===== src/hw/rtl/pmdp_pkg.sv =====
// Shared types, constants and decode helpers for the packed mixed dot product.
package pmdp_pkg;

  localparam int unsigned LANES_DEFAULT     = 4;
  localparam int unsigned ACC_WIDTH_DEFAULT = 32;
  localparam int unsigned WORD_W            = 64;
  localparam int unsigned ELEM_MAX_W        = 16;
  localparam int unsigned PROD_W            = 2 * ELEM_MAX_W;
  localparam int unsigned PAIR_MODE_W       = 4;
  localparam int unsigned COUNT_W           = 3;
  localparam int unsigned SUM_W             = 32;
  localparam int unsigned MID_DEPTH         = 4;
  localparam int unsigned OUT_DEPTH         = 4;

  typedef enum logic [PAIR_MODE_W-1:0] {
    MODE_16X16 = 4'd0,
    MODE_8X8   = 4'd1,
    MODE_4X4   = 4'd2,
    MODE_2X2   = 4'd3,
    MODE_16X8  = 4'd4,
    MODE_16X4  = 4'd5,
    MODE_16X2  = 4'd6,
    MODE_8X4   = 4'd7,
    MODE_8X2   = 4'd8,
    MODE_4X2   = 4'd9
  } pair_mode_e;

  typedef enum logic [1:0] {
    ELEM_W16,
    ELEM_W8,
    ELEM_W4,
    ELEM_W2
  } elem_width_e;

  typedef struct packed {
    logic        ok;
    elem_width_e a_w;
    elem_width_e b_w;
  } mode_decode_t;

  function automatic mode_decode_t decode_mode(logic [PAIR_MODE_W-1:0] mode);
    mode_decode_t r;
    r.ok  = 1'b1;
    r.a_w = ELEM_W16;
    r.b_w = ELEM_W16;
    case (mode)
      MODE_16X16: begin r.a_w = ELEM_W16; r.b_w = ELEM_W16; end
      MODE_8X8:   begin r.a_w = ELEM_W8;  r.b_w = ELEM_W8;  end
      MODE_4X4:   begin r.a_w = ELEM_W4;  r.b_w = ELEM_W4;  end
      MODE_2X2:   begin r.a_w = ELEM_W2;  r.b_w = ELEM_W2;  end
      MODE_16X8:  begin r.a_w = ELEM_W16; r.b_w = ELEM_W8;  end
      MODE_16X4:  begin r.a_w = ELEM_W16; r.b_w = ELEM_W4;  end
      MODE_16X2:  begin r.a_w = ELEM_W16; r.b_w = ELEM_W2;  end
      MODE_8X4:   begin r.a_w = ELEM_W8;  r.b_w = ELEM_W4;  end
      MODE_8X2:   begin r.a_w = ELEM_W8;  r.b_w = ELEM_W2;  end
      MODE_4X2:   begin r.a_w = ELEM_W4;  r.b_w = ELEM_W2;  end
      default:    r.ok = 1'b0;
    endcase
    return r;
  endfunction

  // Sign-extended element of one lane; an element that does not fit in the word reads as zero.
  function automatic logic signed [ELEM_MAX_W-1:0] extract_elem(
    logic [WORD_W-1:0] word,
    elem_width_e       w,
    int unsigned       lane
  );
    logic signed [ELEM_MAX_W-1:0] r;
    r = '0;
    case (w)
      ELEM_W16: begin
        if ((lane + 1) * 16 <= WORD_W) r = ELEM_MAX_W'($signed(word[lane*16 +: 16]));
      end
      ELEM_W8: begin
        if ((lane + 1) * 8 <= WORD_W) r = ELEM_MAX_W'($signed(word[lane*8 +: 8]));
      end
      ELEM_W4: begin
        if ((lane + 1) * 4 <= WORD_W) r = ELEM_MAX_W'($signed(word[lane*4 +: 4]));
      end
      ELEM_W2: begin
        if ((lane + 1) * 2 <= WORD_W) r = ELEM_MAX_W'($signed(word[lane*2 +: 2]));
      end
      default: r = '0;
    endcase
    return r;
  endfunction

endpackage


===== src/hw/rtl/pmdp_fifo.sv =====
// Small register-based queue used between the front and back and for finished sums.
module pmdp_fifo #(
  parameter int unsigned WIDTH = 32,
  parameter int unsigned DEPTH = 4
) (
  input  logic                       clk_i,
  input  logic                       rst_ni,
  input  logic                       push_i,
  input  logic [WIDTH-1:0]           wr_data_i,
  input  logic                       pop_i,
  output logic [WIDTH-1:0]           rd_data_o,
  output logic                       full_o,
  output logic                       empty_o,
  output logic [$clog2(DEPTH+1)-1:0] count_o
);

  localparam int unsigned PTR_W = (DEPTH > 1) ? $clog2(DEPTH) : 1;
  localparam int unsigned CNT_W = $clog2(DEPTH + 1);

  logic [WIDTH-1:0] mem_q [DEPTH];
  logic [PTR_W-1:0] wr_ptr_q, wr_ptr_d;
  logic [PTR_W-1:0] rd_ptr_q, rd_ptr_d;
  logic [CNT_W-1:0] count_q, count_d;
  logic             do_push, do_pop;

  assign full_o    = (count_q == CNT_W'(DEPTH));
  assign empty_o   = (count_q == '0);
  assign count_o   = count_q;
  assign rd_data_o = mem_q[rd_ptr_q];
  assign do_push   = push_i & ~full_o;
  assign do_pop    = pop_i & ~empty_o;

  always_comb begin
    wr_ptr_d = wr_ptr_q;
    rd_ptr_d = rd_ptr_q;
    count_d  = count_q;
    if (do_push) begin
      wr_ptr_d = (wr_ptr_q == PTR_W'(DEPTH - 1)) ? '0 : wr_ptr_q + PTR_W'(1);
    end
    if (do_pop) begin
      rd_ptr_d = (rd_ptr_q == PTR_W'(DEPTH - 1)) ? '0 : rd_ptr_q + PTR_W'(1);
    end
    if (do_push && !do_pop) begin
      count_d = count_q + CNT_W'(1);
    end else if (do_pop && !do_push) begin
      count_d = count_q - CNT_W'(1);
    end
  end

  always_ff @(posedge clk_i or negedge rst_ni) begin
    if (!rst_ni) begin
      wr_ptr_q <= '0;
      rd_ptr_q <= '0;
      count_q  <= '0;
    end else begin
      wr_ptr_q <= wr_ptr_d;
      rd_ptr_q <= rd_ptr_d;
      count_q  <= count_d;
    end
  end

  always_ff @(posedge clk_i) begin
    if (do_push) begin
      mem_q[wr_ptr_q] <= wr_data_i;
    end
  end

endmodule


===== src/hw/rtl/pmdp_front.sv =====
// Front end: holds the pair mode and unpacks each accepted beat into sign-extended lane elements.
module pmdp_front #(
  parameter int unsigned LANES = pmdp_pkg::LANES_DEFAULT
) (
  input  logic                                     clk_i,
  input  logic                                     rst_ni,
  input  logic                                     cfg_valid_i,
  output logic                                     cfg_ready_o,
  input  logic [pmdp_pkg::PAIR_MODE_W-1:0]         cfg_data_i,
  input  logic                                     push_i,
  input  logic [pmdp_pkg::WORD_W-1:0]              a_bits_i,
  input  logic [pmdp_pkg::WORD_W-1:0]              b_bits_i,
  input  logic [pmdp_pkg::COUNT_W-1:0]             valid_count_i,
  input  logic                                     last_i,
  input  logic                                     mid_full_i,
  output logic                                     mid_push_o,
  output logic [2*LANES*pmdp_pkg::ELEM_MAX_W:0]    mid_data_o
);

  import pmdp_pkg::*;

  localparam int unsigned FLAT_W = LANES * ELEM_MAX_W;

  logic [PAIR_MODE_W-1:0] pair_mode_q;
  mode_decode_t           dec;
  logic [FLAT_W-1:0]      a_flat, b_flat;

  assign cfg_ready_o = 1'b1;

  always_ff @(posedge clk_i or negedge rst_ni) begin
    if (!rst_ni) begin
      pair_mode_q <= '0;
    end else if (cfg_valid_i && cfg_ready_o) begin
      pair_mode_q <= cfg_data_i;
    end
  end

  assign dec = decode_mode(pair_mode_q);

  for (genvar i = 0; i < LANES; i++) begin : g_lane
    logic lane_on;
    // A lane counts when it lies below the beat's count; an undefined mode zeroes every lane.
    assign lane_on = dec.ok && ({2'b00, valid_count_i} > 5'(i));
    assign a_flat[i*ELEM_MAX_W +: ELEM_MAX_W] =
      lane_on ? extract_elem(a_bits_i, dec.a_w, i) : '0;
    assign b_flat[i*ELEM_MAX_W +: ELEM_MAX_W] =
      lane_on ? extract_elem(b_bits_i, dec.b_w, i) : '0;
  end

  assign mid_push_o = push_i & ~mid_full_i;
  assign mid_data_o = {last_i, b_flat, a_flat};

endmodule


===== src/hw/rtl/pmdp_back.sv =====
// Back end: lane multipliers, lane adder, accumulator and the queue of finished sums.
module pmdp_back #(
  parameter int unsigned LANES     = pmdp_pkg::LANES_DEFAULT,
  parameter int unsigned ACC_WIDTH = pmdp_pkg::ACC_WIDTH_DEFAULT
) (
  input  logic                                  clk_i,
  input  logic                                  rst_ni,
  input  logic                                  mid_empty_i,
  input  logic [2*LANES*pmdp_pkg::ELEM_MAX_W:0] mid_data_i,
  output logic                                  mid_pop_o,
  input  logic                                  pop,
  output logic                                  empty,
  output logic signed [pmdp_pkg::SUM_W-1:0]     dot_sum_o
);

  import pmdp_pkg::*;

  localparam int unsigned FLAT_W   = LANES * ELEM_MAX_W;
  localparam int unsigned OCNT_W   = $clog2(OUT_DEPTH + 1);
  localparam int unsigned CREDIT_W = OCNT_W + 1;

  logic signed [PROD_W-1:0]    prod_d [LANES];
  logic signed [PROD_W-1:0]    prod_q [LANES];
  logic                        v1_q, last1_q;
  logic [ACC_WIDTH-1:0]        lane_sum_d, sum_q;
  logic                        v2_q, last2_q;
  logic [ACC_WIDTH-1:0]        acc_q, acc_d, acc_next;
  logic                        out_push, out_full;
  logic [SUM_W-1:0]            out_data, out_rd;
  logic [OCNT_W-1:0]           out_count;
  logic [CREDIT_W-1:0]         credit_used;
  logic [FLAT_W-1:0]           a_flat, b_flat;
  logic                        mid_last;

  assign {mid_last, b_flat, a_flat} = mid_data_i;

  // Every beat in flight may end in a sum, so room is reserved before a beat leaves the queue.
  assign credit_used = CREDIT_W'(out_count) + CREDIT_W'(v1_q) + CREDIT_W'(v2_q);
  assign mid_pop_o   = ~mid_empty_i && (credit_used < CREDIT_W'(OUT_DEPTH));

  always_comb begin
    for (int i = 0; i < LANES; i++) begin
      prod_d[i] = $signed(a_flat[i*ELEM_MAX_W +: ELEM_MAX_W])
                * $signed(b_flat[i*ELEM_MAX_W +: ELEM_MAX_W]);
    end
  end

  always_comb begin
    lane_sum_d = '0;
    for (int i = 0; i < LANES; i++) begin
      lane_sum_d = lane_sum_d + ACC_WIDTH'(prod_q[i]);
    end
  end

  assign acc_next = acc_q + sum_q;
  assign acc_d    = !v2_q ? acc_q : (last2_q ? '0 : acc_next);
  assign out_push = v2_q & last2_q;
  assign out_data = SUM_W'($signed(acc_next));

  always_ff @(posedge clk_i or negedge rst_ni) begin
    if (!rst_ni) begin
      v1_q    <= 1'b0;
      last1_q <= 1'b0;
      v2_q    <= 1'b0;
      last2_q <= 1'b0;
      acc_q   <= '0;
    end else begin
      v1_q    <= mid_pop_o;
      last1_q <= mid_last;
      v2_q    <= v1_q;
      last2_q <= last1_q;
      acc_q   <= acc_d;
    end
  end

  always_ff @(posedge clk_i) begin
    prod_q <= prod_d;
    sum_q  <= lane_sum_d;
  end

  pmdp_fifo #(
    .WIDTH (SUM_W),
    .DEPTH (OUT_DEPTH)
  ) u_out_fifo (
    .clk_i     (clk_i),
    .rst_ni    (rst_ni),
    .push_i    (out_push),
    .wr_data_i (out_data),
    .pop_i     (pop),
    .rd_data_o (out_rd),
    .full_o    (out_full),
    .empty_o   (empty),
    .count_o   (out_count)
  );

  assign dot_sum_o = $signed(out_rd);

`ifndef SYNTHESIS
  a_no_push_when_full: assert property (@(posedge clk_i) disable iff (!rst_ni)
    out_push |-> !out_full)
    else $error("finished sum pushed into a full result queue");

  a_credit_bound: assert property (@(posedge clk_i) disable iff (!rst_ni)
    credit_used <= CREDIT_W'(OUT_DEPTH))
    else $error("beats in flight exceed the result queue room");

  a_clear_after_last: assert property (@(posedge clk_i) disable iff (!rst_ni)
    (v2_q && last2_q) |=> (acc_q == '0))
    else $error("accumulator not cleared after the last beat");

  a_pipe_follows_pop: assert property (@(posedge clk_i) disable iff (!rst_ni)
    mid_pop_o |=> v1_q ##1 v2_q)
    else $error("popped beat lost in the multiply or add stage");
`endif

endmodule


===== src/hw/rtl/packed_mixed_dot_product.sv =====
// Top level of the packed mixed-precision integer dot product.
//
// Input channel: a beat carries a_bits_i, b_bits_i, valid_count_i and last_i and is taken
// at a clock edge with push high and full low. Result channel: while empty is low,
// dot_sum_o holds the oldest finished sum; it is taken at an edge with pop high.
// The pair mode is written over cfg_valid_i/cfg_data_i; cfg_ready_o is always high.
// One beat is taken per cycle while full is low. A sum passes from the edge that takes its
// last beat through the input queue, the lane multiplier registers and the lane adder
// register, with the accumulate feeding the result queue.
// The back end pulls a beat only when the four-entry result queue has room for every
// beat in flight, so a stalled receiver first fills the result queue, then the
// four-entry input queue, and then raises full; nothing is dropped.
// Reset clears the pair mode to 16x16, empties both queues and zeroes the accumulator.
module packed_mixed_dot_product #(
  parameter int unsigned LANES     = pmdp_pkg::LANES_DEFAULT,
  parameter int unsigned ACC_WIDTH = pmdp_pkg::ACC_WIDTH_DEFAULT
) (
  input  logic                              clk_i,
  input  logic                              rst_ni,
  input  logic                              cfg_valid_i,
  output logic                              cfg_ready_o,
  input  logic [pmdp_pkg::PAIR_MODE_W-1:0]  cfg_data_i,
  input  logic                              push,
  output logic                              full,
  input  logic [pmdp_pkg::WORD_W-1:0]       a_bits_i,
  input  logic [pmdp_pkg::WORD_W-1:0]       b_bits_i,
  input  logic [pmdp_pkg::COUNT_W-1:0]      valid_count_i,
  input  logic                              last_i,
  input  logic                              pop,
  output logic                              empty,
  output logic signed [pmdp_pkg::SUM_W-1:0] dot_sum_o
);

  import pmdp_pkg::*;

  localparam int unsigned MID_W = 2 * LANES * ELEM_MAX_W + 1;

  logic             mid_push, mid_pop, mid_full, mid_empty;
  logic [MID_W-1:0] mid_wr, mid_rd;

  pmdp_front #(
    .LANES (LANES)
  ) u_front (
    .clk_i         (clk_i),
    .rst_ni        (rst_ni),
    .cfg_valid_i   (cfg_valid_i),
    .cfg_ready_o   (cfg_ready_o),
    .cfg_data_i    (cfg_data_i),
    .push_i        (push),
    .a_bits_i      (a_bits_i),
    .b_bits_i      (b_bits_i),
    .valid_count_i (valid_count_i),
    .last_i        (last_i),
    .mid_full_i    (mid_full),
    .mid_push_o    (mid_push),
    .mid_data_o    (mid_wr)
  );

  pmdp_fifo #(
    .WIDTH (MID_W),
    .DEPTH (MID_DEPTH)
  ) u_mid_fifo (
    .clk_i     (clk_i),
    .rst_ni    (rst_ni),
    .push_i    (mid_push),
    .wr_data_i (mid_wr),
    .pop_i     (mid_pop),
    .rd_data_o (mid_rd),
    .full_o    (mid_full),
    .empty_o   (mid_empty),
    .count_o   ()
  );

  assign full = mid_full;

  pmdp_back #(
    .LANES     (LANES),
    .ACC_WIDTH (ACC_WIDTH)
  ) u_back (
    .clk_i       (clk_i),
    .rst_ni      (rst_ni),
    .mid_empty_i (mid_empty),
    .mid_data_i  (mid_rd),
    .mid_pop_o   (mid_pop),
    .pop         (pop),
    .empty       (empty),
    .dot_sum_o   (dot_sum_o)
  );

endmodule


===== config.mk =====
export PLATFORM = sky130hd
export DESIGN_NAME = packed_mixed_dot_product
export DESIGN_NICKNAME = d
export VERILOG_FILES = /design/src/hw/rtl/pmdp_pkg.sv /design/src/hw/rtl/pmdp_fifo.sv /design/src/hw/rtl/pmdp_front.sv /design/src/hw/rtl/pmdp_back.sv /design/src/hw/rtl/packed_mixed_dot_product.sv
export SDC_FILE = /design/constraint.sdc
export NUM_CORES = 2
export LEC_CHECK = 0
export BUFFER_PORTS_ARGS = -buffer_cell sky130_fd_sc_hd__buf_4
export CORE_MARGIN = 2
export CORE_UTILIZATION = 48
export CTS_BUF_LIST = sky130_fd_sc_hd__clkbuf_2
export CTS_CLUSTER_SIZE = 24
export DETAILED_ROUTE_END_ITERATION = 6
export GPL_TIMING_DRIVEN = 0
export MAX_ROUTING_LAYER = met4
export SLEW_MARGIN = 20
export SYNTH_ARGS = -nofsm -noshare
export SYNTH_HDL_FRONTEND = slang
export SYNTH_SLANG_ARGS = --single-unit

===== constraint.sdc =====
create_clock -name clk_i -period 21.9 [get_ports clk_i]
set_input_delay 2.19 -clock clk_i [delete_from_list [all_inputs] [get_ports clk_i]]
set_output_delay 2.19 -clock clk_i [all_outputs]
set_load 0.01 [all_outputs]

# Word level (Yosys, flattened, before mapping)
# Memory sizes are Yosys's and may differ from the RTL's.
# Cells that the tools add are included.
# word_totals
elab_cells	125
mem_count	2
input_bits	141
mem_bits_rw	644
register_bits	214
output_inout_bits	35
# memory_table
name	depth	width	read_ports	rd_ports_with_merged_regs	wr	line_no	rtl
u_mid_fifo.mem_q	4	129	1	0	1	pmdp_fifo.sv:20	logic [WIDTH-1:0] mem_q [DEPTH];
u_back.u_out_fifo.mem_q	4	32	1	0	1	pmdp_fifo.sv:20	
# op_classes
mul	4
add_sub_neg	14
bitwise_logic	10
n_lt_le_gt_ge	5
reduce_logical	21
n_mux	31
eq_ne	21
# ops
operator	count
16-bit case mux with 4 select lines	8
32-bit adder	4
16-bit by 16-bit multiplier with 32-bit output	4
16-bit 2-to-1 mux	8
4-bit case mux with 9 select lines	1
32-bit 2-to-1 mux	1
2-bit == test (second input constant)	8
4-bit by 3-bit == test with 1-bit output (second input constant)	4
3-bit 2-to-1 mux	4
10-bit OR reduction	1
1-bit logical AND	9
2-bit by 1-bit adder with 2-bit output (second input constant)	4
4-bit by 2-bit == test with 1-bit output (second input constant)	2
4-bit == test (second input constant)	2
2-bit 2-to-1 mux	4
3-bit by 1-bit adder with 3-bit output (second input constant)	2
1-bit AND	6
3-bit == test (second input constant)	2
3-bit by 1-bit greater-than comparator with 1-bit output (second input constant)	2
3-bit by 2-bit greater-than comparator with 1-bit output (second input constant)	2
3-bit zero test	2
3-bit by 1-bit subtractor with 3-bit output (second input constant)	2
1-bit 2-to-1 mux	5
3-bit by 1-bit adder with 4-bit output	1
other kinds (9)	18

# Logic depth before layout (Yosys ltp)
# logic_depth
depth_word	8
depth_mapped	32
ltp_nobuf	26

# Cells and area by module
# A second synthesis with hierarchy kept.
# hier_totals
cells_unflattened	6532
area_unflattened_um2	75517.4
# by_module_without_submodules
module	instances	area_per_inst_um2	seq_area_each_um2	cells_per_inst
pmdp_back	1	47636.9	4103.9	4981
pmdp_fifo (u_mid_fifo)	1	19050.8	15670.0	711
pmdp_fifo (u_back.u_out_fifo)	1	5084.9	4018.9	205
pmdp_front	1	3744.8	100.1	635

# Worst setup path before layout
# No wires, ideal clock.
# synth_timing
path_type	register to register
from	reg u_mid_fifo.rd_ptr_q[0]
to	reg u_back.prod_q[57] in the netlist's numbering
required_time_ps	21777
slack_ps	14558
path_buffers	5
setup_ps	123
stages_incl_launch_ff	30
period_less_slack_ps	7342
t_arrival_ps	7218
path_cell_list	dfrtp_1 -> clkbuf_1 -> buf_2 -> buf_2 -> buf_2 -> mux2i_1 -> nand2_1 -> o21ai_1 -> clkbuf_1 -> nor2_1 -> fa_1 -> inv_1 -> fa_1 -> fa_1 -> inv_1 -> fa_1 -> fa_1 -> inv_1 -> fa_1 -> inv_1 -> ha_1 -> a21o_1 -> a21oi_1 -> o21ai_0 -> a221o_1 -> o21ba_2 -> o21ai_1 -> a2111oi_0 -> o21bai_1 -> xor2_1
# synth_lines
item	line_no	rtl
from (decl)	pmdp_fifo.sv:22	logic [PTR_W-1:0] rd_ptr_q, rd_ptr_d;
from (signal assigned)	pmdp_fifo.sv:57	rd_ptr_q <= rd_ptr_d;
to (signal assigned)	pmdp_back.sv:77	prod_q <= prod_d;
to (decl)	pmdp_back.sv:23	logic signed [PROD_W-1:0] prod_q [LANES];

==> results list <==
* TritonCTS buffer count: ~220
- For this design, the CTS-stage hold fixing added 0 buffers.
- Remaining routing DRC violations: 0
- For this run, asynchronously set or reset flops after synthesis account for 0.0629.
* Distinct cell type count of the synthesized netlist: 86
* Number of nets in the final layout: around 8800
- In this run the worst hold path is classified as register to register.
- Dominant synthesized flop cell: edfxtp_1
* Achievable clock frequency: about 0.1 GHz
- After synthesis, the largest family of logic cells by area is adder cells.
* Number of antenna violations at the first check in global routing: 16
* Crit start category: register
- Post-layout min period: slightly below 10 ns
- Post-synthesis mux area share: 0.0493
- Slowest stage cell on the critical path: clkbuf_1
* Site Rows: between 100 and 150
* Count of flip-flops with a built-in enable after synthesis: around 640
- By instance count, the cell type seen most on the critical path is fa_1.
- Dividing the final minimum period by the clock period gives 0.451.
- Number of buffers inserted to repair setup after CTS: 0
- Port buffering added 174 buffers.
- For the pin with the worst max-slew slack, the measured transition is roughly 1.3 ns.
- The post-synthesis compound-gate area fraction was 0.0737.
- The floorplan step defined a core boundary enclosing between 150000 and 200000 µm².
- Setup TNS: 0 ns
- The die is about 400 µm tall.
- Setup-failing EPs final: 0
- Clock latency reported for the late side of the worst-skew pair: about 1.8 ns
* Overall die area: 158000 µm²
- Root Buffer Master: clkbuf_2
* Level count of the clock H-tree: 4
* Max-cap violation count: 0
- Synthesis produced a netlist with a net count of 8370.
* Half-perimeter wire length of the detailed placement result: 176 mm
- The first global-routing pass estimated ~330 mm of wire.
- Counting along the longest clock path gives a buffer depth of 3.
- Synthesis handed over a netlist of between 6000 and 7000 instances.
* Hold Slack: ~0.35 ns
- In this run the tightest slew margin relative to its limit is 0.153.
- In this run, synthesis produced a sequential element count of 858.
- Signed area change from the synthesized netlist to the final layout: 8.72%
- CTS Sinks: around 860
- Ports placed on the boundary: 176
- On the worst path, the slowest cell contributes a delay of around 0.70 ns.
* Clock tree from TritonCTS: built
* Drt total wl: around 220 mm
- Die boundary width: a little under 400 µm
- Number of antenna-violating nets in the routed design: 0
* Count of pins over their slew limit: 0
- Critical path data required time: between 20 and 25 ns
* Synthesized area: around 74000 µm²
- Mean area per synthesized cell: ~11 µm²
* Final hold violations: 0
* Starting density of the core: 0.483
- Crit path kind: register to register
* Most common library cell in the layout ignoring fill and taps: inv_1
* Critical Path Fanout Max: 10
* Fraction of synthesized cell area in xor and xnor cells: 0.0241
- Sequential area share after synthesis: 0.321
* Clk pin slew, worst setup/hold paths: 0.10 ns
- Leaving out fill and tap cells, the most frequent cells in the layout are 1212 x inv_1, 1113 x fa_1, 677 x nand2_1, 644 x edfxtp_1, 588 x nor2_1.
- Post-synthesis share of cell area spent on full adders, half adders and majority gates: 0.367
- Fill cell total of the finished layout: around 14000
- Yosys Warn Count: 0
- The via count of the first global-routing pass was between 50000 and 60000.
- In the final layout, the share of cells above drive strength 1 is 0.114.
- The flow ran to the end, and the final reports show no timing, DRC or antenna violations.
* Critical path capture point type: register
- Across all layers, the routed design uses between 50000 and 60000 vias.
* Count of routing violations after the opening detailed-route iteration: roughly 4500
* All-layer global routing usage: 0.291
- Final worst clock skew: 0.273 ns
* Post-cts resize count: 0
- Simple-gate share of the synthesized area: 0.0914
- For this run the aggregate overflow at the end of global routing stands at 0.
- Weighted congestion reported at the end of routability-driven placement: 0.968
- Entering global routing, the biggest net connects 55 pins.
* Setup repair after global routing missed its margin: no
- Dividing the detail-routed via count by the number of cells gives between 5 and 6.
- Critical Path AT: between 10 and 15 ns
- Dividing the detail-routed wire length by the instance count gives between 20 and 25 µm.
* Drt first pass iters: 6
-- worst paths after layout --
check	startpoint	endpoint	slack (ns)	depth (start not counted)
setup / recovery	u_mid_fifo.rd_ptr_q[1]	u_back.prod_q[31]	12.03	27
hold / removal	u_back.last1_q	u_back.last2_q	0.35	0
setup reg to reg	u_mid_fifo.rd_ptr_q[1]	u_back.prod_q[31]	12.03	27
hold reg to reg	u_back.last1_q	u_back.last2_q	0.35	0
max in group asynchronous	rst_ni	u_back.acc_q[9]	20.46	1
min in group asynchronous	rst_ni	u_front.pair_mode_q[3]	0.62	1
-- layout make-up --
cell class	count	area [µm²]	share of cell area
antenna	24	60.1	0.000743
buffer	215	875	0.0108
clock buffer	303	1520	0.0188
clock inverter	75	480	0.00594
inverter	1213	4550	0.0563
multi-input combinational	4427	45200	0.559
sequential	858	23900	0.295
tap	2044	2560	0.0316
timing repair buffer	201	1770	0.0218
-- synth_stat cells, types with 12 or more instances --
master / n / area [µm²]
and2_1: 96 / 601
buf_1: 27 / 101
o21bai_1: 17 / 128
mux2i_1: 92 / 921
mux4_2: 72 / 1620
xnor2_1: 160 / 1400
or2_2: 15 / 93.8
a21o_1: 50 / 375
nand2b_1: 56 / 350
nor2b_1: 62 / 388
a31oi_1: 12 / 75.1
a22o_1: 35 / 307
inv_1: 1212 / 4550
dfxtp_1: 160 / 3200
and3_1: 15 / 93.8
mux2_2: 100 / 1130
nor2_1: 588 / 2210
ha_1: 403 / 5040
clkbuf_1: 151 / 567
xor2_1: 45 / 394
a22oi_1: 15 / 113
dfrtp_1: 54 / 1350
fa_1: 1113 / 22300
edfxtp_1: 644 / 19300
nor3_1: 26 / 130
nand2_1: 677 / 2540
nand3_1: 25 / 125
o21ai_0: 162 / 811
o21ai_1: 68 / 340
a31o_2: 14 / 123
o21a_1: 141 / 1060
a21oi_1: 207 / 1040
buf_2: 35 / 175
a211oi_1: 25 / 188
-- registers in the layout (all words and copies together), names as in the netlist, 3 cells and up --
name                       cells
u_mid_fifo.mem_q             516
u_back.prod_q                128
u_back.u_out_fifo.mem_q      128
u_back.acc_q                  32
u_back.sum_q                  32
u_front.pair_mode_q            4
u_back.u_out_fifo.count_o      3
u_mid_fifo.count_o             3
-- critical path, delay by kind of cell, from the launching register on --
family,cells,cell delay [ns]
compound gates,7,2.44
fa+ha+maj,7,3.10
buf+inv,8,2.58
flops,1,0.36
simple gates,5,1.08
-- stage by stage --
step                       util  cell area (µm²)  cells  setup slack, ns
after global routing      0.525            80900   9354            11.74
after detailed placement  0.512            78800   8958            12.19
after CTS                 0.525            80800   9336            12.10
after global placement    0.508            78200   8931            11.23
after floorplan               -            74400   6713            14.56
final                     0.525            80900   9360            12.03
-- logic make-up after synthesis --
logic type | Yosys count
buffers and inverters | 1428
XOR/XNOR | 205
flip-flops | 858
other | 1
multiplexers | 264
AO/OA/AOI/OAI | 846
AND/OR/NAND/NOR | 1595
adder cells (fa/ha/maj) | 1516
-- layer usage --
layer	wire (µm)	track usage
met3	17600	0.0583
met1	90800	0.380
met5	0	-
met4	9330	0.115
met2	100000	0.450
Power is left out: the tool's default activity adds up to more than one toggle a clock period on the data nets, which glitch-free logic cannot reach.
